===== src/sv/kac_pkg.sv =====
`timescale 1ns / 1ps
// Shared types, constants and the key decode table for the keypad alarm controller.
// No dependencies; every other file of the block imports this package.
package kac_pkg;

  // Length of the user code in digits.
  localparam int CodeDigits = 5;
  // The cursor counts from zero up to and including CodeDigits.
  localparam int CurW = $clog2(CodeDigits + 1);
  // Index into a code store.
  localparam int IdxW = (CodeDigits > 1) ? $clog2(CodeDigits) : 1;
  // Tick counter of the timed phases, saturating at its all-ones value.
  localparam int CntW = 9;

  localparam int DigitW = 4;
  localparam int SecW = 8;
  localparam int ModeW = 3;
  localparam int ShownW = 3;

  // Request types.
  localparam logic [1:0] REQ_KEY  = 2'd0;
  localparam logic [1:0] REQ_TICK = 2'd1;
  localparam logic [1:0] REQ_TRIG = 2'd2;

  // Decoded key codes: digits 0 to 9, then the control keys.
  localparam logic [3:0] KEY_DEL = 4'd10;
  localparam logic [3:0] KEY_OK  = 4'd11;
  localparam logic [3:0] KEY_A   = 4'd12;
  localparam logic [3:0] KEY_B   = 4'd13;
  localparam logic [3:0] KEY_C   = 4'd14;
  localparam logic [3:0] KEY_D   = 4'd15;

  // Configuration register indexes.
  localparam logic CFG_ENTRY_DELAY    = 1'b0;
  localparam logic CFG_ALARM_DURATION = 1'b1;

  // Write and copy commands from the controller to the code stores.
  typedef struct packed {
    logic              wr;
    logic [IdxW-1:0]   idx;
    logic [DigitW-1:0] digit;
    logic              copy;
  } store_cmd_t;

  // One result as it leaves the controller.
  typedef struct packed {
    logic [ModeW-1:0]  mode;
    logic              alarm_out;
    logic              led;
    logic              send_alert;
    logic [SecW-1:0]   seconds_left;
    logic [ShownW-1:0] digits_entered;
    logic              wrong_password;
  } result_t;

  // Raw row-major keypad position to key code.
  function automatic logic [3:0] key_decode(input logic [3:0] pos);
    logic [3:0] code;
    unique case (pos)
      4'd0:  code = 4'd1;
      4'd1:  code = 4'd2;
      4'd2:  code = 4'd3;
      4'd3:  code = KEY_A;
      4'd4:  code = 4'd4;
      4'd5:  code = 4'd5;
      4'd6:  code = 4'd6;
      4'd7:  code = KEY_B;
      4'd8:  code = 4'd7;
      4'd9:  code = 4'd8;
      4'd10: code = 4'd9;
      4'd11: code = KEY_C;
      4'd12: code = KEY_OK;
      4'd13: code = 4'd0;
      4'd14: code = KEY_DEL;
      4'd15: code = KEY_D;
    endcase
    return code;
  endfunction

endpackage


===== src/sv/kac_code_store.sv =====
`timescale 1ns / 1ps
// Entry buffer and stored code of the keypad alarm controller, with the code compare.
// Depends on kac_pkg.
module kac_code_store (
  input  logic              clk,
  input  kac_pkg::store_cmd_t cmd,
  output logic              match
);
  import kac_pkg::*;

  logic [DigitW-1:0] entry_r  [CodeDigits];
  logic [DigitW-1:0] stored_r [CodeDigits];

  // Neither store is reset; both are written before they are ever compared.
  always_ff @(posedge clk) begin
    if (cmd.wr) begin
      entry_r[cmd.idx] <= cmd.digit;
    end
    if (cmd.copy) begin
      for (int i = 0; i < CodeDigits; i++) begin
        stored_r[i] <= entry_r[i];
      end
    end
  end

  always_comb begin
    match = 1'b1;
    for (int i = 0; i < CodeDigits; i++) begin
      if (entry_r[i] != stored_r[i]) begin
        match = 1'b0;
      end
    end
  end

endmodule


===== src/sv/kac_ctrl.sv =====
`timescale 1ns / 1ps
// Mode sequencer of the keypad alarm controller: mode, cursor, tick counter and LED.
// Depends on kac_pkg and kac_code_store.
module kac_ctrl (
  input  logic                 clk,
  input  logic                 rst_n,
  input  logic                 step,
  input  logic [1:0]           req_type,
  input  logic [3:0]           key_code,
  input  logic [7:0]           entry_delay,
  input  logic [7:0]           alarm_duration,
  output kac_pkg::result_t     result
);
  import kac_pkg::*;

  typedef enum logic [2:0] {
    MODE_WELCOME  = 3'd0,
    MODE_SET      = 3'd1,
    MODE_CONFIRM  = 3'd2,
    MODE_OFF      = 3'd3,
    MODE_ARMING   = 3'd4,
    MODE_ARMED    = 3'd5,
    MODE_DISARM   = 3'd6,
    MODE_ALARM    = 3'd7
  } mode_t;

  mode_t            mode_r, mode_nxt;
  logic [CurW-1:0]  cursor_r, cursor_nxt;
  logic [CntW-1:0]  count_r, count_nxt;
  logic             led_r, led_nxt;

  store_cmd_t       cmd;
  logic             match;

  logic             is_key, is_tick, is_trig, is_digit;
  logic             ok_full;
  logic [CntW-1:0]  count_inc;
  logic             alert, wrong;
  logic [SecW-1:0]  limit;

  kac_code_store u_store (
    .clk   (clk),
    .cmd   (cmd),
    .match (match)
  );

  assign is_key   = (req_type == REQ_KEY);
  assign is_tick  = (req_type == REQ_TICK);
  assign is_trig  = (req_type == REQ_TRIG);
  assign is_digit = (key_code < KEY_DEL);
  assign ok_full  = (key_code == KEY_OK) && (cursor_r >= CurW'(CodeDigits));
  assign count_inc = (count_r == {CntW{1'b1}}) ? count_r : count_r + CntW'(1);

  always_comb begin
    mode_nxt   = mode_r;
    cursor_nxt = cursor_r;
    count_nxt  = count_r;
    led_nxt    = led_r;
    alert      = 1'b0;
    wrong      = 1'b0;
    cmd.wr     = 1'b0;
    cmd.idx    = cursor_r[IdxW-1:0];
    cmd.digit  = key_code;
    cmd.copy   = 1'b0;

    // Digit and delete editing, shared by code setting and disarm entry.
    if ((mode_r == MODE_SET || mode_r == MODE_DISARM) && is_key) begin
      if (is_digit && cursor_r < CurW'(CodeDigits)) begin
        cmd.wr     = 1'b1;
        cursor_nxt = cursor_r + CurW'(1);
      end else if (key_code == KEY_DEL && cursor_r != '0) begin
        cursor_nxt = cursor_r - CurW'(1);
      end
    end

    unique case (mode_r)
      MODE_WELCOME: begin
        if (is_key) begin
          mode_nxt   = MODE_SET;
          cursor_nxt = '0;
        end
      end
      MODE_SET: begin
        if (is_key && ok_full) begin
          cmd.copy = 1'b1;
          mode_nxt = MODE_CONFIRM;
        end
      end
      MODE_CONFIRM: begin
        if (is_key && key_code == KEY_OK) begin
          mode_nxt = MODE_OFF;
        end
      end
      MODE_OFF: begin
        if (is_key && key_code == KEY_A) begin
          mode_nxt  = MODE_ARMING;
          count_nxt = '0;
        end else if (is_key && key_code == KEY_B) begin
          mode_nxt   = MODE_SET;
          cursor_nxt = '0;
        end
      end
      MODE_ARMING: begin
        if (is_key && key_code == KEY_OK) begin
          mode_nxt = MODE_ARMED;
        end else if (is_tick) begin
          count_nxt = count_inc;
          if (count_inc > CntW'(entry_delay)) begin
            mode_nxt = MODE_ARMED;
          end
        end
      end
      MODE_ARMED: begin
        if (is_key || is_trig) begin
          mode_nxt   = MODE_DISARM;
          count_nxt  = '0;
          cursor_nxt = '0;
        end
      end
      MODE_DISARM: begin
        if (is_key && ok_full) begin
          if (match) begin
            mode_nxt = MODE_OFF;
          end else begin
            wrong      = 1'b1;
            cursor_nxt = '0;
          end
        end else if (is_tick) begin
          count_nxt = count_inc;
          if (count_inc > CntW'(entry_delay)) begin
            mode_nxt  = MODE_ALARM;
            count_nxt = '0;
          end
        end
      end
      MODE_ALARM: begin
        if (is_tick) begin
          led_nxt   = ~led_r;
          alert     = 1'b1;
          count_nxt = count_inc;
          if (count_inc > CntW'(alarm_duration)) begin
            mode_nxt = MODE_ARMED;
            led_nxt  = 1'b0;
          end
        end
      end
    endcase

    if (!step) begin
      cmd.wr   = 1'b0;
      cmd.copy = 1'b0;
    end
  end

  // The result describes the state after the request.
  always_comb begin
    limit = (mode_nxt == MODE_ALARM) ? alarm_duration : entry_delay;
    result.mode           = mode_nxt;
    result.alarm_out      = (mode_nxt == MODE_ALARM);
    result.led            = led_nxt;
    result.send_alert     = alert;
    result.seconds_left   = '0;
    result.digits_entered = '0;
    result.wrong_password = wrong;
    if (mode_nxt == MODE_ARMING || mode_nxt == MODE_DISARM || mode_nxt == MODE_ALARM) begin
      if (count_nxt < CntW'(limit)) begin
        result.seconds_left = limit - count_nxt[SecW-1:0];
      end
    end
    if (mode_nxt == MODE_SET || mode_nxt == MODE_DISARM) begin
      result.digits_entered = ShownW'(cursor_nxt);
    end
  end

  always_ff @(posedge clk) begin
    if (!rst_n) begin
      mode_r   <= MODE_WELCOME;
      cursor_r <= '0;
      count_r  <= '0;
      led_r    <= 1'b0;
    end else if (step) begin
      mode_r   <= mode_nxt;
      cursor_r <= cursor_nxt;
      count_r  <= count_nxt;
      led_r    <= led_nxt;
    end
  end

endmodule


===== src/sv/keypad_alarm_controller_unit.sv =====
`timescale 1ns / 1ps
// Keypad alarm controller: request and result registers around the mode sequencer.
// Depends on kac_pkg, kac_ctrl and kac_code_store.
//
// Usage. Each request on the input channel (in_valid, in_stall) is a key press,
// a one-second tick or an intrusion trigger, and yields exactly one result on the
// output channel (out_valid, out_stall) describing the panel after that request.
// A request is taken when in_valid is high and in_stall is low, and a result is
// taken when out_valid is high and out_stall is low.
// The request is captured in the input register; the sequencer then updates its
// state and loads the result register once that register is free or being emptied.
// While the receiver does not stall, a new request is accepted every cycle, one
// request per clock, with a single sequencer step between the two registers.
// When the receiver stalls, the pending result holds and the captured request
// waits in the input register; in_stall rises only once both are occupied.
// The configuration port sets the entry delay (index 0) and the alarm duration
// (index 1) in ticks; write it only while no request is in flight.
// Synchronous reset returns the panel to welcome mode, clears the cursor, tick
// counter and LED, empties both registers and loads the delays 20 and 60. The
// code stores are not reset; they are always written before being compared.
module keypad_alarm_controller_unit (
  input  logic       clk,
  input  logic       rst_n,
  // Request channel.
  input  logic       in_valid,
  output logic       in_stall,
  input  logic [1:0] in_req_type,
  input  logic [3:0] in_key_index,
  // Result channel.
  output logic       out_valid,
  input  logic       out_stall,
  output logic [2:0] out_mode,
  output logic       out_alarm_out,
  output logic       out_led,
  output logic       out_send_alert,
  output logic [7:0] out_seconds_left,
  output logic [2:0] out_digits_entered,
  output logic       out_wrong_password,
  // Configuration port.
  input  logic       cfg_wr_en,
  input  logic       cfg_index,
  input  logic [7:0] cfg_data
);
  import kac_pkg::*;

  logic       in_full_r, in_full_nxt;
  logic [1:0] req_r;
  logic [3:0] key_r;
  logic       out_valid_r, out_valid_nxt;
  result_t    res_r;
  result_t    res;
  logic [7:0] entry_delay_r, alarm_duration_r;
  logic       advance, in_take;

  // The sequencer steps whenever a request is held and the result register is
  // free or being emptied in this cycle.
  assign advance  = in_full_r && (!out_valid_r || !out_stall);
  assign in_stall = in_full_r && !advance;
  assign in_take  = in_valid && !in_stall;

  assign in_full_nxt   = in_take || (in_full_r && !advance);
  assign out_valid_nxt = advance || (out_valid_r && out_stall);

  kac_ctrl u_ctrl (
    .clk            (clk),
    .rst_n          (rst_n),
    .step           (advance),
    .req_type       (req_r),
    .key_code       (key_decode(key_r)),
    .entry_delay    (entry_delay_r),
    .alarm_duration (alarm_duration_r),
    .result         (res)
  );

  always_ff @(posedge clk) begin
    if (!rst_n) begin
      in_full_r        <= 1'b0;
      out_valid_r      <= 1'b0;
      entry_delay_r    <= 8'd20;
      alarm_duration_r <= 8'd60;
    end else begin
      in_full_r   <= in_full_nxt;
      out_valid_r <= out_valid_nxt;
      if (cfg_wr_en) begin
        unique case (cfg_index)
          CFG_ENTRY_DELAY:    entry_delay_r    <= cfg_data;
          CFG_ALARM_DURATION: alarm_duration_r <= cfg_data;
        endcase
      end
    end
  end

  // Payload registers carry no reset.
  always_ff @(posedge clk) begin
    if (in_take) begin
      req_r <= in_req_type;
      key_r <= in_key_index;
    end
    if (advance) begin
      res_r <= res;
    end
  end

  assign out_valid          = out_valid_r;
  assign out_mode           = res_r.mode;
  assign out_alarm_out      = res_r.alarm_out;
  assign out_led            = res_r.led;
  assign out_send_alert     = res_r.send_alert;
  assign out_seconds_left   = res_r.seconds_left;
  assign out_digits_entered = res_r.digits_entered;
  assign out_wrong_password = res_r.wrong_password;

endmodule


===== config.mk =====
export PLATFORM = sky130hd
export DESIGN_NAME = keypad_alarm_controller_unit
export DESIGN_NICKNAME = d
export VERILOG_FILES = /design/src/sv/kac_pkg.sv /design/src/sv/kac_code_store.sv /design/src/sv/kac_ctrl.sv /design/src/sv/keypad_alarm_controller_unit.sv
export SDC_FILE = /design/constraint.sdc
export NUM_CORES = 1
export LEC_CHECK = 0
export BUFFER_PORTS_ARGS = -buffer_cell sky130_fd_sc_hd__buf_2
export CORE_MARGIN = 2
export CORE_UTILIZATION = 57
export CTS_BUF_LIST = sky130_fd_sc_hd__clkbuf_8
export DETAILED_ROUTE_END_ITERATION = 7
export GPL_ROUTABILITY_DRIVEN = 0
export PLACE_DENSITY = 0.76
export SLEW_MARGIN = 10
export SYNTH_ARGS = -nofsm -noshare
export SYNTH_HDL_FRONTEND = slang
export SYNTH_SLANG_ARGS = --single-unit

===== constraint.sdc =====
create_clock -name clk -period 9.47 [get_ports clk]
set_input_delay 2.841 -clock clk [delete_from_list [all_inputs] [get_ports clk]]
set_output_delay 2.841 -clock clk [all_outputs]
set_load 0.05 [all_outputs]

==> results of run 1 <==
## registers in the layout, indices dropped and copies added (netlist names)
name,flops
u_ctrl.key_code,4
u_ctrl.led_r,1
u_ctrl.count_r,9
u_ctrl.mode_r,3
out_alarm_out,1
u_ctrl.u_store.stored_r,20
out_digits_entered,3
u_ctrl.u_store.entry_r,20
out_led,1
alarm_duration_r,8
u_ctrl.cursor_r,3
out_mode,3
out_valid,1
in_full_r,1
req_r,2
out_seconds_left,8
out_send_alert,1
entry_delay_r,8
key_r,4
out_wrong_password,1
## synth_stat cells, types with 8 or more instances
library cell and instances:
a21oi_1 44, nor3_1 18, edfxtp_1 64, xnor2_1 30, nand3_1 8, nor2b_1 9, o21ai_0 22, nand2_1 57
inv_1 40, nand4_1 13, mux2i_1 22, ha_1 40, dfxtp_1 38, nor2_1 32, clkbuf_1 20
## placed cells by master (no fill, tap or decap), types with 3 or more instances in the layout
cell | Yosys | routed
edfxtp_1 | 64 | 64
nand2_1 | 57 | 57
a21oi_1 | 44 | 44
inv_1 | 40 | 41
ha_1 | 40 | 40
buf_2 | 2 | 39
dfxtp_1 | 38 | 38
nor2_1 | 32 | 32
xnor2_1 | 30 | 30
mux2i_1 | 22 | 22
o21ai_0 | 22 | 22
nor3_1 | 18 | 18
nand4_1 | 13 | 13
nor2b_1 | 9 | 9
clkbuf_8 | 0 | 9
nand3_1 | 8 | 8
a22o_1 | 7 | 7
o211ai_1 | 7 | 7
a21boi_0 | 7 | 7
nor4_1 | 6 | 6
nand2b_1 | 6 | 6
o21a_1 | 6 | 6
a21o_1 | 6 | 6
a211oi_1 | 6 | 6
a22oi_1 | 5 | 5
and3_1 | 5 | 5
and2_1 | 5 | 5
nor3b_1 | 4 | 4
or3_1 | 4 | 4
xor2_1 | 3 | 3
or4_1 | 3 | 3
## critical path: stages, from the launching register on
cell and delay, ns:
dfxtp_1 0.50, ha_1 0.27, nand3_1 0.11, or3_1 0.45, nand4_1 0.30, nor2_1 0.10, xnor2_1 0.22, inv_1 0.14
ha_1 0.32, nand3_1 0.07, o41ai_1 0.61, o21bai_1 0.23, o211a_1 0.24, or3_1 0.73, mux2i_1 0.28, ha_1 0.26
nor2b_1 0.13, o21a_1 0.16, o21ai_0 0.14, a21o_1 0.13, a21oi_1 0.05, or4_1 0.62, nor4_2 0.28
## cell families after synthesis
| kind of cell | Yosys count | share of synthesized area [%] |
|---|---|---|
| buf+inv | 65 | 4.729 |
| fa+ha+maj | 41 | 8.862 |
| simple gates | 183 | 15.96 |
| xor+xnor | 33 | 4.921 |
| flops | 102 | 45.68 |
| mux | 24 | 4.197 |
| compound gates | 139 | 15.66 |
## stage by stage
step / area, sq um / cells / hold slack [ns] / setup slack [ns] / util [%]
2_1_floorplan: 5873 / 587 / 0.4487 / 3.318 / -
3_3_place_gp: 6126 / 739 / 0.4530 / 3.228 / 60.15
3_5_place_dp: 6126 / 739 / 0.4578 / 3.118 / 60.15
4_1_cts: 6331 / 755 / 0.4725 / 3.029 / 62.16
5_1_grt: 6331 / 755 / 0.5032 / 2.536 / 62.16
6_report: 6331 / 755 / 0.4679 / 2.935 / 62.16
## how the worst max path moves through the flow
stage	to	slack, ns	startpoint
4_1_cts	out_seconds_left[1]	3.03	u_ctrl.count_r[0]
2_1_floorplan	in_stall	3.32	out_stall
6_report	out_seconds_left[3]	2.94	u_ctrl.count_r[0]
3_5_place_dp	out_seconds_left[3]	3.12	u_ctrl.count_r[0]
3_3_place_gp	out_seconds_left[3]	3.23	u_ctrl.count_r[0]
5_1_grt	out_seconds_left[2]	2.54	u_ctrl.count_r[0]
## area by class of cell
class                   instances  share of cell area, %
multi-input cells             420                  46.01
flip-flops and latches        102                  42.37
repair buffers                 41                  3.320
well taps                     136                  2.688
inverters                      40                  2.372
clock buffers                   9                  1.957
clock inverters                 7                  1.285
## routing by layer
metal / vias up / part of all wire (%)
met4: 0 / 2.9
met5: - / 0
met2: 180 / 49
met3: 36 / 6.2
met1: 2111 / 42
li1: 2187 / -
## power groups by stage
stage / Clock [uW] / Combinational, uW / Sequential [uW]
floorplan: 0 / 74.4 / 521
global placement: 0 / 108 / 515
finish: 284 / 114 / 505
detailed placement: 0 / 112 / 515
global route: 311 / 125 / 508
CTS: 291 / 113 / 505
==> summary.md, run 1 <==
| Metric | Value |
|---|---|
| Status | completed |
| First-pass iteration count of the detailed router | 5 |
| Total Nets Final | 675 |
| Skew-Pair Late Insertion Delay | 0.38 ns |
| Diode count | 0 |
| Top FF cell, synth | edfxtp_1 |
| H-tree depth | 3 |
| Antenna-violating nets left | 0 |
| Reg2Reg Depth | 22 |
| Remaining global-route overflow | 0 |
| DR WL/cell | 17.09 um |
| Worst Hold Endpoint | u_ctrl.u_store.stored_r[0][13] |
| Cell-internal power | 652.1 uW |
| Post-synth top area share | 32.72% |
| Count of cell types in the netlist | 66 |
| Peak Freq | 153.0 MHz |
| Slew HR | 28.57% |
| Syn_nets | 648 |
| Synth top area cells | edfxtp_1 33%, dfxtp_1 13%, ha_1 8.5% |
| Initial antenna violation count | 0 |
| Vias per inst | 5.979 |
| Core Box Area | 10180 sq um |
| Tmin final | 6.535 ns |
| Buffers on Ports | 39 |
| RSZ-0062 raised after global routing | false |
| All-layer global routing usage | 24.44% |
| Crit path DAT | 6.74 ns |
| Largest net degree at the start of global routing | 31 |
| Layout cells sized above 1 | 10.66% |
| Syn. warnings | 0 |
| WHS Path Cells | 0 |
| Max-Cap Viols | 0 |
| Final HPWL DP | 9.544 mm |
| Post-CTS Resized | 0 |
| Final total power | 903.2 uW |
| Worst r2r src | u_ctrl.count_r[0] |
| Comb pwr share | 12.6% |
| Async SR Flop Fraction | 0% |
| R2R Path End | out_seconds_left[3] |
| CTS Hold Bufs | 0 |
| Layout area overhead | 7.797% |
| Clk root buf | clkbuf_8 |
| Num rows | 37 |
| Register area share after synthesis | 45.68% |
| Setup Fix Bufs, Post-CTS | 0 |
| Die height | 105.5 um |
| CTS Buffer Depth | 2 |
| CTS sink cnt | 102 |
| CP Launch Type | register |
| Average size of a mapped cell | 10.01 sq um |
| Multi-input logic area | 2913 sq um |
| Flip-flop and latch area | 2683 sq um |
| Setup TNS Final | 0 ns |
| Mapped Cells | 587 |
| DRC Markers | 0 |
| Hold path startpoint | u_ctrl.u_store.entry_r[3][1] |
| Net switching power | 251.1 uW |
| Busiest grt layer | met2 |
| Final wirelength | 12.90 mm |
| First-pass GRT wire length | 21.41 mm |
| P per Cell Area | 142.7 nW/um^2 |
| Met3 GRT Util | 5.442% |
| Final setup viols | 0 |
| Setup CP Type | reg -> reg |
| CTS Buf Count | 9 |
| Worst Max-Slew Pin Slew | 1.062 ns |
| Final Hold Vio Count | 0 |
| Final cycle utilization of the critical path | 69.00% |
| Synth Register Bits | 102 |
| Critical path data required time | 9.67 ns |
| Final-layout fill cell count | 833 |
| Crit path capture type | register |
| Met2 usage in global routing | 41.24% |
| Peak VDD IR | 0.0001270 V |
| Die area | 11130 sq um |
| Critical path peak fanout | 16 |
| Vias in the first global route | 4447 |
| Reg2Reg Setup Slack | 2.94 ns |
| Die Width | 105.5 um |
| Lkg Pwr | 0.002546 uW |
| Part of the power in registers | 55.9% |
| Ports | 40 |
| Skew final | 0.01060 ns |
| Number of synthesized flops with an enable pin | 64 |
| Synthesized area | 5873 sq um |
| Hold Path Class | reg -> reg |
| Largest area contributor in the netlist | edfxtp_1 |
| DRT iter0 DRCs | 348 |
| Slew Viols, Final | 0 |
| Met1 usage | 30.47% |
| Switching share of power | 27.80% |
| CTS tree | done |
| Initial core utilization | 57.67% |
| Worst-path clk slew | 0.10 ns |
| Share of power burned in the clock network | 31.5% |
| Vias | 4514 |
No activity file was read; power rests on OpenSTA's default activity.
==> inputs of run 2 (changes only) <==
PLACE_DENSITY = 0.79   (was 0.76)
clock period = 5.3 ns   (was 9.47 ns; I/O delays follow)
==> summary.md, run 2 (synthesis results as in run 1) <==
| Metric | Value |
|---|---|
| Status | finished with violations |
| Violated checks | negative setup slack |
| Antenna-violating nets left | 0 |
| DRC Markers | 0 |
| Dpl ws | -0.1544 ns |
| First-pass iteration count of the detailed router | 6 |
| Hold Path Class | reg -> reg |
| H-tree depth | 3 |
| Final WS setup | -0.05267 ns |
| Tmin final | 5.353 ns |
| Max-Cap Viols | 0 |
| Layout cells sized above 1 | 21.52% |
| Worst-path clk slew | 0.10 ns |
| Final wirelength | 14.10 mm |
| Total Nets Final | 716 |
| CTS Buffer Depth | 2 |
| Hold path startpoint | u_ctrl.u_store.entry_r[0][2] |
| Die area | 11130 sq um |
| Slew Viols, Final | 0 |
| Slew HR | 31.64% |
| CTS Hold Bufs | 0 |
| Reg2Reg Depth | 24 |
| Worst Hold Endpoint | u_ctrl.u_store.stored_r[0][2] |
| Initial antenna violation count | 0 |
| Final Hold Vio Count | 0 |
| Num rows | 37 |
| Ports | 40 |
| DRT iter0 DRCs | 338 |
| Vias in the first global route | 4598 |
| RSZ-0062 raised after global routing | true |
| Critical path peak fanout | 9 |
| Clk root buf | clkbuf_8 |
| Skew-Pair Late Insertion Delay | 0.38 ns |
| Crit path capture type | register |
| Buffers on Ports | 39 |
| Final-layout fill cell count | 767 |
| Worst Max-Slew Pin Slew | 1.016 ns |
| Peak VDD IR | 0.0001193 V |
| Most frequent cells in the layout | 64 x edfxtp_1, 57 x nand2_1, 41 x buf_4 |
| Remaining global-route overflow | 0 |
| Largest net degree at the start of global routing | 34 |
| Die height | 105.5 um |
| R2R Path End | out_seconds_left[1] |
| WHS Path Cells | 0 |
| Final setup viols | 5 |
| Core Box Area | 10180 sq um |
| DR WL/cell | 17.71 um |
| Skew final | 0.01084 ns |
| CP Launch Type | register |
| Final HPWL DP | 10.38 mm |
| Layout area overhead | 16.77% |
| Reg2Reg Setup Slack | -0.05 ns |
| Peak Freq | 186.8 MHz |
| CTS Buf Count | 9 |
| Diode count | 0 |
| First-pass GRT wire length | 22.04 mm |
| Worst r2r src | u_ctrl.count_r[0] |
| CTS sink cnt | 102 |
| Lkg Pwr | 0.002771 uW |
| Die Width | 105.5 um |
| Final cycle utilization of the critical path | 101.0% |
| Setup CP Type | reg -> reg |
| Crit path DAT | 5.57 ns |
| Critical path data required time | 5.52 ns |
| P per Cell Area | 238.6 nW/um^2 |
| CTS tree | done |
| Largest registers | u_ctrl.u_store.entry_r: 20 flops, u_ctrl.u_store.stored_r: 20 flops, u_ctrl.count_r: 9 flops |
| Vias | 4799 |
| Setup TNS Final | -0.1768 ns |
| Initial core utilization | 57.67% |
| Most common cell after layout, fill and taps aside | edfxtp_1 |
| Vias per inst | 6.029 |
| All-layer global routing usage | 25.14% |
==> run 2: cell count changes in the layout (fill, tap and decap cells not counted), sizes merged <==
cell,delta
buf,+41
clkinvlp,-1
clkinv,+1
==> run 2: worst max-delay path, stage by stage, from the launching register on <==
cell and delay (ns):
dfxtp_2 0.37, ha_4 0.15, nand3_2 0.07, or3_4 0.42, nand4_1 0.17, nor2_1 0.08, xnor2_1 0.22, inv_1 0.12
ha_2 0.37, nand4_1 0.09, nor2_1 0.12, a21oi_1 0.07, a211o_1 0.33, o211a_1 0.25, or3_4 0.40, buf_8 0.17
mux2_4 0.20, ha_2 0.18, nor2b_4 0.04, o21a_1 0.18, o21ai_1 0.14, a21o_1 0.15, a21oi_2 0.05, or4_4 0.62
nor3b_2 0.22
==> run 2: per-stage QoR <==
stage	total power (uW)	hold slack [ns]	utilization (%)	cell area, sq um	std cells
after floorplan	1066	0.4487	-	5916	587
after global routing	1706	0.4795	67.33	6858	796
after CTS	1631	0.4841	65.07	6628	788
final	1636	0.4800	67.33	6858	796
after global placement	1120	0.4573	62.90	6406	772
after detailed placement	1131	0.4607	62.90	6406	772
==> run 2: worst max-delay path by stage <==
stage / endpoint / depth (start not counted) / startpoint / slack (ns)
final: out_seconds_left[1] / 24 / u_ctrl.count_r[0] / -0.05
after global routing: out_seconds_left[1] / 24 / u_ctrl.count_r[1] / -0.23
after CTS: out_seconds_left[3] / 22 / u_ctrl.count_r[0] / 0.005
after detailed placement: out_seconds_left[3] / 22 / u_ctrl.count_r[0] / -0.15
after global placement: out_seconds_left[1] / 22 / u_ctrl.count_r[0] / 0.09
after floorplan: out_seconds_left[3] / 26 / u_ctrl.count_r[1] / 0.02
==> run 2: cell type report <==
class,instances,area (sq um),share of cell area [%]
Sequential cell,102,2685,39.15
Clock buffer,9,123.9,1.806
Timing Repair Buffer,82,529.3,7.718
Tap cell,136,170.2,2.481
Inverter,40,150.1,2.189
Clock inverter,7,80.08,1.168
Multi-Input combinational cell,420,3119,45.48
==> run 2: report_power, final <==
group	leakage (uW)	total (uW)	internal, uW	switching, uW
clock	0.000108	510	225	284
combinational	0.00176	225	79.8	145
sequential	0.000899	902	871	31.3
total	0.00277	1640	1180	460
==> run 2: layer usage <==
layer / share of wire [%] / wire [um] / global-route usage [%] / vias up
li1: - / - / - / 2281
met5: 0 / 0 / 0 / -
met4: 3.8 / 537 / 10.43 / 0
met1: 40 / 5623 / 29.71 / 2300
met2: 51 / 7170 / 44.38 / 173
met3: 5.4 / 763 / 5.257 / 45
==> run 2: repair_timing <==
action,in CTS,in global routing
endpoints found under the setup margin,8,8
buffers inserted,0,8
endpoints found under the hold margin,0,0
pin swaps,1,29
gates resized for setup,5,38
